$ cat src/sv/assert_macros.svh
// Assertion macros shared by the tuning-word sequencer RTL.
// Each macro expands to one labeled concurrent assertion with a reset disable.
`ifndef ASSERT_MACROS_SVH
`define ASSERT_MACROS_SVH

// Plain property, checked at every rising clock edge outside reset.
`define ASSERT_CLK(label, clk, rst_n, prop, msg) \
    label: assert property (@(posedge clk) disable iff (!rst_n) (prop)) else $error(msg);

// The consequent must hold in the cycle after the antecedent.
`define ASSERT_NEXT(label, clk, rst_n, ante, cons, msg) \
    label: assert property (@(posedge clk) disable iff (!rst_n) (ante) |=> (cons)) \
        else $error(msg);

`endif

$ cat src/sv/dtws_pkg.sv
// Shared types and constants for the DDS tuning-word write sequencer.
// No dependencies; every other file but assert_macros.svh imports this package.
package dtws_pkg;

    localparam int FREQ_W   = 32;
    localparam int AMP_W    = 12;
    localparam int MULT_W   = 24;
    localparam int CLKSET_W = 8;
    localparam int FTW_W    = 48;
    localparam int PROD_W   = FREQ_W + MULT_W;
    localparam int ADDR_W   = 6;
    localparam int DATA_W   = 8;
    localparam int CFG_W    = 24;

    localparam int QUEUE_DEPTH = 2;
    localparam int QPTR_W      = $clog2(QUEUE_DEPTH);
    localparam int QCNT_W      = $clog2(QUEUE_DEPTH + 1);

    localparam logic [MULT_W-1:0]   FREQ_MULT_RESET = 24'd1005268;
    localparam logic [CLKSET_W-1:0] CLKSET_RESET    = 8'h04;

    // Configuration register indexes.
    localparam logic CFG_FREQ_MULT = 1'b0;
    localparam logic CFG_CLKSET    = 1'b1;

    // Command kinds.
    localparam logic KIND_SET  = 1'b0;
    localparam logic KIND_INIT = 1'b1;

    typedef enum logic [1:0] {
        OP_WRITE  = 2'd0,
        OP_UPDATE = 2'd1,
        OP_RESET  = 2'd2
    } t_op;

    // Device register addresses and fixed init data.
    localparam logic [ADDR_W-1:0] ADDR_FTW_BASE = 6'h04;
    localparam logic [ADDR_W-1:0] ADDR_I_HI     = 6'h21;
    localparam logic [ADDR_W-1:0] ADDR_I_LO     = 6'h22;
    localparam logic [ADDR_W-1:0] ADDR_Q_HI     = 6'h23;
    localparam logic [ADDR_W-1:0] ADDR_Q_LO     = 6'h24;
    localparam logic [ADDR_W-1:0] ADDR_CTRL_A   = 6'h1D;
    localparam logic [ADDR_W-1:0] ADDR_CLKMUL   = 6'h1E;
    localparam logic [ADDR_W-1:0] ADDR_CTRL_C   = 6'h1F;
    localparam logic [ADDR_W-1:0] ADDR_CTRL_D   = 6'h20;
    localparam logic [DATA_W-1:0] DATA_CTRL_A   = 8'h10;
    localparam logic [DATA_W-1:0] DATA_CTRL_C   = 8'h00;
    localparam logic [DATA_W-1:0] DATA_CTRL_D   = 8'h60;

    localparam int STEP_W = 4;
    localparam logic [STEP_W-1:0] STEP_SET_LAST  = 4'd10;
    localparam logic [STEP_W-1:0] STEP_INIT_LAST = 4'd5;

    // One classified command, as queued between front and back.
    typedef struct packed {
        logic             kind;
        logic [FTW_W-1:0] ftw;
        logic [AMP_W-1:0] amp;
    } t_job;

    typedef struct packed {
        logic valid;
        t_job job;
    } t_job_xfer;

endpackage

$ cat src/sv/dtws_queue.sv
// Short job queue that decouples the command front from the bus sequencer.
// Depends on dtws_pkg and assert_macros.svh.
`include "assert_macros.svh"

module dtws_queue
    import dtws_pkg::*;
(
    input  logic      i_clk,
    input  logic      i_rst_n,
    input  t_job_xfer i_push,
    output logic      o_full,
    output t_job_xfer o_head,
    input  logic      i_pop
);

    t_job              r_mem [QUEUE_DEPTH];
    logic [QPTR_W-1:0] r_wptr;
    logic [QPTR_W-1:0] r_rptr;
    logic [QCNT_W-1:0] r_count;

    logic w_push;
    logic w_pop;

    assign o_full      = (r_count == QCNT_W'(QUEUE_DEPTH));
    assign w_push      = i_push.valid && !o_full;
    assign w_pop       = i_pop && (r_count != '0);
    assign o_head.valid = (r_count != '0);
    assign o_head.job   = r_mem[r_rptr];

    always_ff @(posedge i_clk) begin
        if (w_push) begin
            r_mem[r_wptr] <= i_push.job;
        end
    end

    always_ff @(posedge i_clk) begin
        if (!i_rst_n) begin
            r_wptr  <= '0;
            r_rptr  <= '0;
            r_count <= '0;
        end else begin
            if (w_push) begin
                r_wptr <= (r_wptr == QPTR_W'(QUEUE_DEPTH - 1)) ? '0 : r_wptr + 1'b1;
            end
            if (w_pop) begin
                r_rptr <= (r_rptr == QPTR_W'(QUEUE_DEPTH - 1)) ? '0 : r_rptr + 1'b1;
            end
            case ({w_push, w_pop})
                2'b10:   r_count <= r_count + 1'b1;
                2'b01:   r_count <= r_count - 1'b1;
                default: r_count <= r_count;
            endcase
        end
    end

    `ASSERT_CLK(a_count_bound, i_clk, i_rst_n, r_count <= QCNT_W'(QUEUE_DEPTH), "queue overfilled")
    `ASSERT_CLK(a_pop_nonempty, i_clk, i_rst_n, !i_pop || o_head.valid, "pop from empty queue")
    `ASSERT_CLK(a_push_gated, i_clk, i_rst_n, !(i_push.valid && o_full) || !w_push, "push into full queue")

endmodule

$ cat config.mk
export PLATFORM = sky130hd
export DESIGN_NAME = dtws_queue
export DESIGN_NICKNAME = d
export VERILOG_FILES = /design/src/sv/dtws_pkg.sv /design/src/sv/dtws_queue.sv
export VERILOG_INCLUDE_DIRS = /design/src /design/src/sv
export SDC_FILE = /design/constraint.sdc
export NUM_CORES = 1
export LEC_CHECK = 0
export BUFFER_PORTS_ARGS = -buffer_cell sky130_fd_sc_hd__buf_2
export CAP_MARGIN = 10
export CORE_UTILIZATION = 35
export CTS_BUF_LIST = sky130_fd_sc_hd__clkbuf_2
export CTS_CLUSTER_DIAMETER = 40
export CTS_CLUSTER_SIZE = 24
export DETAILED_ROUTE_END_ITERATION = 10
export HOLD_SLACK_MARGIN = 0.1
export SETUP_SLACK_MARGIN = 0.1
export SYNTH_ARGS = -nofsm -noshare
export SYNTH_HDL_FRONTEND = slang
export SYNTH_SLANG_ARGS = --single-unit
export TNS_END_PERCENT = 100
$ cat constraint.sdc
create_clock -name i_clk -period 2.74 [get_ports i_clk]
set_input_delay 0 -clock i_clk [delete_from_list [all_inputs] [get_ports i_clk]]
set_output_delay 0 -clock i_clk [all_outputs]
set_load 0.03 [all_outputs]
==> results by stage, run 1 <==
Clock network:
- The H-tree depth is 4.
- For this design, the CTS-stage hold fixing added 110 buffers.
- The number of buffers created by CTS is 17.
- Post-CTS timing repair inserted 0 buffers for setup.
- The clock sink count is 127.
- The post-cts gate resize count is 0.
- The maximum count of clock buffers along a single path is 2.
- The clock tree root buffer cell is sky130_fd_sc_hd__clkbuf_2.

Synthesis:
- Synthesis instantiated 19 different standard cells from the library.
- The compound-gate portion of the synthesized area is less than 1%.
- The mean post-synth cell area is 21.4 µm².
- The most used standard cell by instance count after synthesis is sky130_fd_sc_hd__edfxtp_1.
- The leading area contributor after synthesis is sky130_fd_sc_hd__edfxtp_1.
- In the synthesized netlist, the cells that appear most often are sky130_fd_sc_hd__edfxtp_1, sky130_fd_sc_hd__mux2_2, sky130_fd_sc_hd__buf_2.
- After synthesis, the largest area contributor takes up 79.2% of total cell area.
- The adder and majority gate portion of the synthesized area is 0.271%.
- The share of synthesized registers carrying an async set or reset is 0%.
- The netlist area before placement is approximately 4600 µm².
- In this run, synthesis inferred 122 flip-flops with an integrated enable.
- The number of nets in the synthesized netlist is approximately 280.
- By area the synthesized netlist is led by sky130_fd_sc_hd__edfxtp_1, sky130_fd_sc_hd__mux2_2, sky130_fd_sc_hd__dfxtp_1.
- The synthesized netlist devotes around 1.2% of its cell area to simple gates.
- After Yosys synthesis, XOR and XNOR cells account for less than 1% of the synthesized area.
- The multiplexer area fraction after synthesis is 14.9%.
- The post-synthesis register bit count is around 130.
- The proportion of synthesized chip area in sequential cells is 81.4%.
- The most common flop cell mapped by yosys is sky130_fd_sc_hd__edfxtp_1.
- The number of instances in the synthesized netlist is 216.
- After synthesis, the largest family of logic cells by area is multiplexers.
- For this run, the number of Yosys warnings is 0.

Die:
- The floorplan has 41 rows.
- The effective utilization at floorplan is a little over a third.
- From left edge to right edge, the die measures 117 µm.
- 128 I/O pins were placed.
- The floorplan die height is 117 µm.

Status:
- The run stopped with a tool error.
- Progress stopped at 4_1_cts.
- The tool reported: "[ERROR RSZ-0060] Max buffer count reached".

Place:
- Input and output buffers added on the ports amount to between 100 and 150.
- The post-detailed-placement half-perimeter wirelength is 5160 µm.
- The last weighted congestion value of the routability-driven placer is 0.717.
==> logic make-up after synthesis <==
family,count (synthesis)
DFF,127
AOI/OAI and AO/OA,5
muxes,61
and+or+nand+nor,9
xor gates and xnor gates,3
adders and majority gates,1
buffers and inverters,10
==> metrics by stage <==
stage,setup slack (ps),cells,util (%),instance area (µm²)
2_1_floorplan,171,216,-,4620
3_3_place_gp,935,514,43.0,5490
3_5_place_dp,887,514,43.0,5490
==> inputs of run 2 (changes only) <==
--- a/config.mk
+++ b/config.mk
@@ -8,13 +8,9 @@
 export LEC_CHECK = 0
 export BUFFER_PORTS_ARGS = -buffer_cell sky130_fd_sc_hd__buf_2
 export CAP_MARGIN = 10
-export CORE_UTILIZATION = 35
-export CTS_BUF_LIST = sky130_fd_sc_hd__clkbuf_2
-export CTS_CLUSTER_DIAMETER = 40
-export CTS_CLUSTER_SIZE = 24
+export CORE_UTILIZATION = 20
 export DETAILED_ROUTE_END_ITERATION = 10
-export HOLD_SLACK_MARGIN = 0.1
-export SETUP_SLACK_MARGIN = 0.1
+export PLACE_DENSITY_LB_ADDON = 0.15
 export SYNTH_ARGS = -nofsm -noshare
 export SYNTH_HDL_FRONTEND = slang
 export SYNTH_SLANG_ARGS = --single-unit
==> results by stage, run 2 <==
Global routing:
- The number of antenna violations at the first check in global routing is 0.
- Global routing used 8.33% of the available tracks across all layers.
- The number of global-route vias before repair came to around 2800.
- Entering global routing, the biggest net connects 62 pins.
- The total grt overflow is 0.
- The first global-routing pass estimated 14500 µm of wire.

Power and ir drop:
- Overall power consumption after layout is estimated at 6630 µW.
- The total power density per cell area is 973 nW/µm².
- The maximum vdd ir drop is 0.489 mV.
- The cell leakage power is 0.00252 µW.

Clock network:
- The number of buffers created by CTS is 17 (unchanged).
- The H-tree depth is 4 (unchanged).
- The clock sink count is 127 (unchanged).
- The post-CTS clock slew at the launch and capture registers of the worst setup and hold paths is ~50 ps.
- The post-cts gate resize count is 0 (unchanged).
- The post-cts hold buffer count was 63 (was 110).
- The clock tree root buffer cell is sky130_fd_sc_hd__clkbuf_16 (was sky130_fd_sc_hd__clkbuf_2).
- The CTS tree is done.
- The source-to-sink clock delay at the later pin of the worst-skew pair is 420 ps.
- The maximum count of clock buffers along a single path is 2 (unchanged).
- The count of buffers added by post-CTS timing repair for setup is 0 (unchanged).

Critical path:
- The critical path endpoint category is a primary output.
- The endpoint required time on the critical path is roughly 2700 ps.
- The category of the most critical setup path is reg -> out.
- The worst reg-to-reg setup slack is 860 ps.
- In this run the critical register-to-register path is launched from r_count[0].
- The most critical setup path has its endpoint at o_head[37].
- The endpoint identified for the worst register-to-register timing path is r_mem[0][0].
- Along the worst path, the maximum fanout reaches 61.
- The arrival time at the worst endpoint is 1970 ps.
- The length in cells of the worst reg-to-reg path is 5.
- The nature of the critical path startpoint is a flip-flop.

Finish:
- The final cell utilization of the core is 30.1%.
- The diode insertion count for antenna repair is 0.
- Leaving out fill and tap cells, the most frequent cells in the layout are sky130_fd_sc_hd__buf_2, sky130_fd_sc_hd__edfxtp_1, sky130_fd_sc_hd__dlygate4sd3_1.
- In the final layout, the registers with the most flip-flops are r_mem: 122 flops, r_count: 2 flops.
- The post-layout instance count excluding filler cells is 719.
- After the last flow step, the layout net total stands at 487.
- The register with the most flip-flops in the layout has between 100 and 150 of them.
- The share of post-route cells with drive strength above 1 is 51.8%.
- Ranked by flip-flop count, first place goes to r_mem.
- Leaving out fill and tap cells, the most frequent cell in the layout is sky130_fd_sc_hd__buf_2.
- The post-layout instance area is 6810 µm².
- From synthesis to final layout, the design area changed by 47.3%.

Route:
- In this run, the number of DRC markers left after iteration 0 of detailed routing was 76.
- The number of detailed-route iterations in the first pass is 4.
- The remaining antenna violation count is 0.
- The DRC violation count after routing is 0.
- The wire length after detailed routing is around 9300 µm.
- The detail-routed net length per standard cell is 13.0 µm.
- The post-detailed-route via-to-cell ratio is 3.66.
- The overall via count from detail_route is about 2600.

Synthesis:
- The most used standard cell by instance count after synthesis is sky130_fd_sc_hd__edfxtp_1 (unchanged).
- Top cells by area in the synthesized netlist: sky130_fd_sc_hd__edfxtp_1, sky130_fd_sc_hd__mux2_2, sky130_fd_sc_hd__dfxtp_1 (unchanged).
- The share of synthesized registers carrying an async set or reset is 0% (unchanged).
- The share of the synthesized area in the top cell type was 79.2% (unchanged).
- The number of nets in the synthesized netlist came to 282 (unchanged).
- The number of enable flip-flop cells after synthesis is 122 (unchanged).
- The number of warning messages in the yosys log is 0 (unchanged).
- The netlist area before placement is 4620 µm² (unchanged).
- The number of instances in the synthesized netlist is 216 (unchanged).
- The post-synthesis register bit count is 127 (unchanged).
- The proportion of synthesized chip area in sequential cells was 81.4% (unchanged).
- The most common flop cell mapped by yosys is sky130_fd_sc_hd__edfxtp_1 (unchanged).
- Commonest cells post-synth: sky130_fd_sc_hd__edfxtp_1, sky130_fd_sc_hd__mux2_2, sky130_fd_sc_hd__buf_2 (unchanged).
- The leading area contributor after synthesis is sky130_fd_sc_hd__edfxtp_1 (unchanged).
- The mean post-synth cell area is 21.4 µm² (unchanged).
- The number of library cell types mapped by synthesis is 19 (unchanged).

Worst hold path:
- The path class of the tightest hold or removal check is in -> reg.

Timing:
- The count of final setup violators is 0.
- Setup repair after global routing left no endpoint under its margin.
- The actual transition at the worst max-transition pin is between 800 and 900 ps.
- In the finished design, the share of the clock period the worst path needs comes to 72.1%.
- The highest attainable clock frequency is 0.506 GHz.
- The clock arrives with 16.4 ps of skew.
- The final critical path time including I/O delays and setup is 1970 ps.
- The sum of negative setup slack is 0 ps.
- The number of pins with negative max-slew slack in the final report is 0.
- The worst slew margin relative to its limit is 40.0%.
- The number of hold violations in the final report came to 0.

Place:
- The placement-stage cell area is 5630 µm² (was 5490 µm²).
- The number of buffers inserted by port buffering is 127 (unchanged).
- The post-placement cell count is 624 (was 514).
- The last weighted congestion value of the routability-driven placer is 0.666 (was 0.717).
- The post-detailed-placement half-perimeter wirelength was 5630 µm (was 5160 µm).

Status:
- Result of the run: completed (was stopped before the end).

Flow run:
- The number of maximum-capacitance constraint violations is 0.

Die:
- The chip width came to 154 µm (was 117 µm).
- The floorplan die height is 154 µm (was 117 µm).
- The floorplan step defined a die boundary enclosing around 24000 µm².
- The number of top-level pins came to 128 (unchanged).
- The core region is 22600 µm².
- The floorplan row count is 55 (was 41).
- The effective utilization at floorplan is 20.4% (was 36.2%).
## run 2: cell counts after synthesis
No cell type changed its count.
## run 2: cells by family (layout without fill, tap and decap cells)
group	after synthesis	in the layout	synth area share, %
AO/OA/AOI/OAI	5	5	0.704
XOR/XNOR	3	3	0.568
adder cells (fa/ha/maj)	1	1	0.271
buffers and inverters	10	228	0.974
flip-flops	127	127	81.4
multiplexers	61	61	14.9
AND/OR/NAND/NOR	9	9	1.22
## run 2: cell type report
type                            instances  area, µm²
Inverter                                3       11.3
Clock buffer                           19        433
Sequential cell                       127       3770
Multi-Input combinational cell         79        820
Clock inverter                         13        123
Tap cell                              285        357
Fill cell                            2279      15800
Timing Repair Buffer                  193       1300
## run 2: worst min path at each step
stage | startpoint | cells past startpoint | end
CTS | i_pop | 4 | flip-flop
global route | i_pop | 4 | flip-flop
detailed placement | i_push[7] | 1 | r_mem[0][7]
finish | i_pop | 4 | flip-flop
global placement | i_push[7] | 1 | r_mem[0][7]
floorplan | i_push[0] | 0 | r_mem[0][0]
## run 2: metal layers
metal,track usage (%),up-vias,wire length (µm)
met5,0,-,0
met4,4.43,0,161
met3,3.61,11,586
met2,13.4,83,4490
met1,9.32,1278,4090
li1,-,1258,-
## run 2: power by group
group          leakage, µW  total [µW]  switching, µW  internal, µW
clock network     0.000263        2120            800          1320
registers          0.00118        2670            210          2460
logic              0.00107        1840           1120           720
## run 2: stage by stage
step / setup slack (ps) / hold slack (ps)
finish: 765 / 67.8
global route: 597 / 70.7
CTS: 659 / 35.4
detailed placement: 826 / 191
global placement: 852 / 187
floorplan: 171 / 98.9
## run 2: critical path, cell delays in order, from the launching register on
cell and delay [ps]:
sky130_fd_sc_hd__dfxtp_4 940, sky130_fd_sc_hd__mux2_2 430, sky130_fd_sc_hd__buf_2 180
Power figures use the tool's default switching activity.
==> inputs of run 3 (changes only) <==
==> constraint.sdc (replaced) <==
create_clock -name i_clk -period 2 [get_ports i_clk]
set_input_delay 0 -clock i_clk [delete_from_list [all_inputs] [get_ports i_clk]]
set_output_delay 0 -clock i_clk [all_outputs]
set_load 0.03 [all_outputs]
==> results by stage, run 3 (same netlist as run 2, synthesis figures left out) <==
Timing:
- The actual transition at the worst max-transition pin came to 293 ps (was 900 ps).
- The sum of negative setup slack is 0 ps (unchanged).
- The share of the cycle needed by the critical path after routing is 89.7%.
- The count of final setup violators is 0 (unchanged).
- The highest attainable clock frequency is 0.558 GHz.
- The clock period could shrink to approximately 1800 ps.
- Unrepaired setup endpoints after global routing: false (unchanged).
- The number of hold violations in the final report is 0 (unchanged).
- The number of pins with negative max-slew slack in the final report is 0 (unchanged).
- The worst slew margin relative to its limit is 80.5% (was 40.0%).
- The largest clock skew in the final design is 5.56 ps (was 16.4 ps).

Finish:
- The final net count is 491 (was 487).
- Most frequent cells in the layout: sky130_fd_sc_hd__buf_2, sky130_fd_sc_hd__edfxtp_1, sky130_fd_sc_hd__dlygate4sd3_1 (unchanged).
- The fill cell instance count of the final layout is 2249 (was 2279).
- The number of flip-flops in the largest register is 122 (unchanged).
- The diode insertion count for antenna repair is 0 (unchanged).
- The register with the highest flop count is r_mem (unchanged).
- The most common cell after layout, fill and taps aside is sky130_fd_sc_hd__buf_2 (unchanged).
- Largest registers in the final layout: r_mem: 122 flops, r_count: 2 flops (unchanged).
- The share of post-route cells with drive strength above 1 was 53.0% (was 51.8%).
- The layout overhead on the synthesized area is 52.1% (was 47.3%).

Die:
- The floorplan die height is 154 µm (unchanged).
- The effective utilization at floorplan is 20.4% (unchanged).
- The floorplan row count is 55 (unchanged).
- The chip width is 154 µm (unchanged).
- The total core area came to 22600 µm² (unchanged).
- The die outline area is 23700 µm² (unchanged).
- The number of top-level pins is 128 (unchanged).

Clock network:
- The clock tree root buffer cell is sky130_fd_sc_hd__clkbuf_16 (unchanged).
- The CTS tree is done (unchanged).
- The post-cts gate resize count is 0 (unchanged).
- The maximum count of clock buffers along a single path is 2 (unchanged).
- The H-tree depth is 4 (unchanged).
- The post-CTS clock slew at the launch and capture registers of the worst setup and hold paths is 60 ps (was 50 ps).
- The source-to-sink clock delay at the later pin of the worst-skew pair is 410 ps (was 420 ps).
- The number of buffers created by CTS is 17 (unchanged).
- The clock sink count is 127 (unchanged).

Route:
- The wire length the detailed router placed on met1 is 4420 µm (was 4090 µm).
- The number of design-rule violations left by the first detailed-router iteration is 58 (was 76).
- The detail-routed net length per standard cell is 13.7 µm (was 13.0 µm).
- The wire length after detailed routing is 9890 µm (was 9330 µm).
- The remaining antenna violation count is 0 (unchanged).
- The met2 routed wirelength was 4750 µm (was 4490 µm).
- The wire length on met3 is 543 µm (was 586 µm).
- The DRC violation count after routing is 0 (unchanged).
- The post-detailed-route via-to-cell ratio is 3.69 (was 3.66).
- The highest routed metal layer is met5 (was met4).
- The number of detailed-route iterations in the first pass was 4 (unchanged).
- The overall via count from detail_route is 2665 (was 2630).

Power and ir drop:
- The overall power after layout was 9810 µW (was 6630 µW).
- The total power density per cell area is 1400 nW/µm² (was 973 nW/µm²).
- The cell leakage power is 0.00261 µW (was 0.00252 µW).
- The maximum vdd ir drop is 0.520 mV (was 0.489 mV).

Global routing:
- The total grt overflow was 0 (unchanged).
- The number of global-route vias before repair is 2911 (was 2795).
- The global-route wire length before repair is 15400 µm (was 14500 µm).
- The largest net degree at the start of global routing is 33 (was 62).
- The overall track demand over capacity in global routing came to 8.87% (was 8.33%).
- The number of antenna violations at the first check in global routing is 1 (was 0).

Critical path:
- The endpoint required time on the critical path is 2000 ps (was 2740 ps).
- The arrival time at the worst endpoint is 1790 ps (was 1970 ps).
- The critical path endpoint category is a primary output (unchanged).
- The biggest fanout along the worst timing path was 17 (was 61).
- The nature of the critical path startpoint is a flip-flop (unchanged).
- The category of the most critical setup path is reg -> out (unchanged).

Place:
- The number of buffers inserted by port buffering came to 127 (unchanged).
- The post-detailed-placement half-perimeter wirelength is 6070 µm (was 5630 µm).
- The last weighted congestion value of the routability-driven placer is 0.623 (was 0.666).

Flow run:
- The number of maximum-capacitance constraint violations came to 0 (unchanged).

Status:
- Result of the run: completed (unchanged).

Worst hold path:
- The type of the tightest min-delay check is in -> reg (unchanged).
[run 3: cell count changes in the layout (fill, tap and decap cells not counted), moves of 2 or more]
| cell | before | now |
|---|---|---|
| sky130_fd_sc_hd__clkinv_2 | 5 | 2 |
| sky130_fd_sc_hd__clkbuf_1 | 2 | 0 |
| sky130_fd_sc_hd__buf_12 | 1 | 6 |
| sky130_fd_sc_hd__clkinv_4 | 0 | 4 |
| sky130_fd_sc_hd__bufinv_16 | 2 | 6 |
| sky130_fd_sc_hd__inv_2 | 2 | 0 |
| sky130_fd_sc_hd__clkinvlp_4 | 4 | 1 |
[run 3: layout make-up]
class / count / area, µm² / share of cell area (%)
Inverter: 3 / 17.5 / 0.249
Sequential cell: 127 / 3770 / 53.6
Clock buffer: 17 / 425 / 6.05
Multi-Input combinational cell: 79 / 830 / 11.8
Timing Repair Buffer: 197 / 1390 / 19.8
Clock inverter: 15 / 241 / 3.43
Tap cell: 285 / 357 / 5.07
[run 3: critical path: stages (launching register included)]
cell and delay (ps):
sky130_fd_sc_hd__dfxtp_4 520, sky130_fd_sc_hd__buf_4 300, sky130_fd_sc_hd__mux2_2 370, sky130_fd_sc_hd__buf_2 180
[run 3: metal layers]
metal  vias to the layer above  global-route usage (%)
li1                       1274                       -
met1                      1290                    10.0
met2                        86                    14.6
met3                        13                    3.41
met4                         2                    4.43
met5                         -                       0
[run 3: power by group]
| part | total, µW | internal, µW | switching, µW |
|---|---|---|---|
| Clock | 3500 | 2340 | 1160 |
| Combinational | 2800 | 1080 | 1720 |
| Sequential | 3520 | 3360 | 154 |
| Total | 9810 | 6780 | 3030 |
[run 3: repair_timing]
| item | in CTS | in global routing |
|---|---|---|
| setup buffers | 0 | 0 |
| hold buffers | 63 | 0 |
| endpoints found under the hold margin | 127 | 0 |
[run 3: worst paths after layout]
kind | endpoint | startpoint | slack, ps | depth (start not counted)
worst max-delay path | o_head[54] | flip-flop | 210 | 3
worst min-delay path | r_rptr | i_pop | 50 | 4
worst max register to register | r_mem[0][60] | r_count[0] | 370 | 5
worst min register to register | r_wptr | r_wptr | 500 | 2
[run 3: stage by stage]
stage | instances | utilization (%) | hold WS (ps) | setup slack [ps] | cell area (µm²)
floorplan | 216 | - | 98.9 | 16.3 | 4640
global placement | 628 | 25.3 | 188 | 377 | 5730
detailed placement | 628 | 25.3 | 191 | 343 | 5730
finish | 723 | 31.1 | 45.1 | 207 | 7030
global route | 723 | 31.1 | 48.6 | 91.8 | 7030
CTS | 723 | 31.1 | 22.6 | 121 | 7030
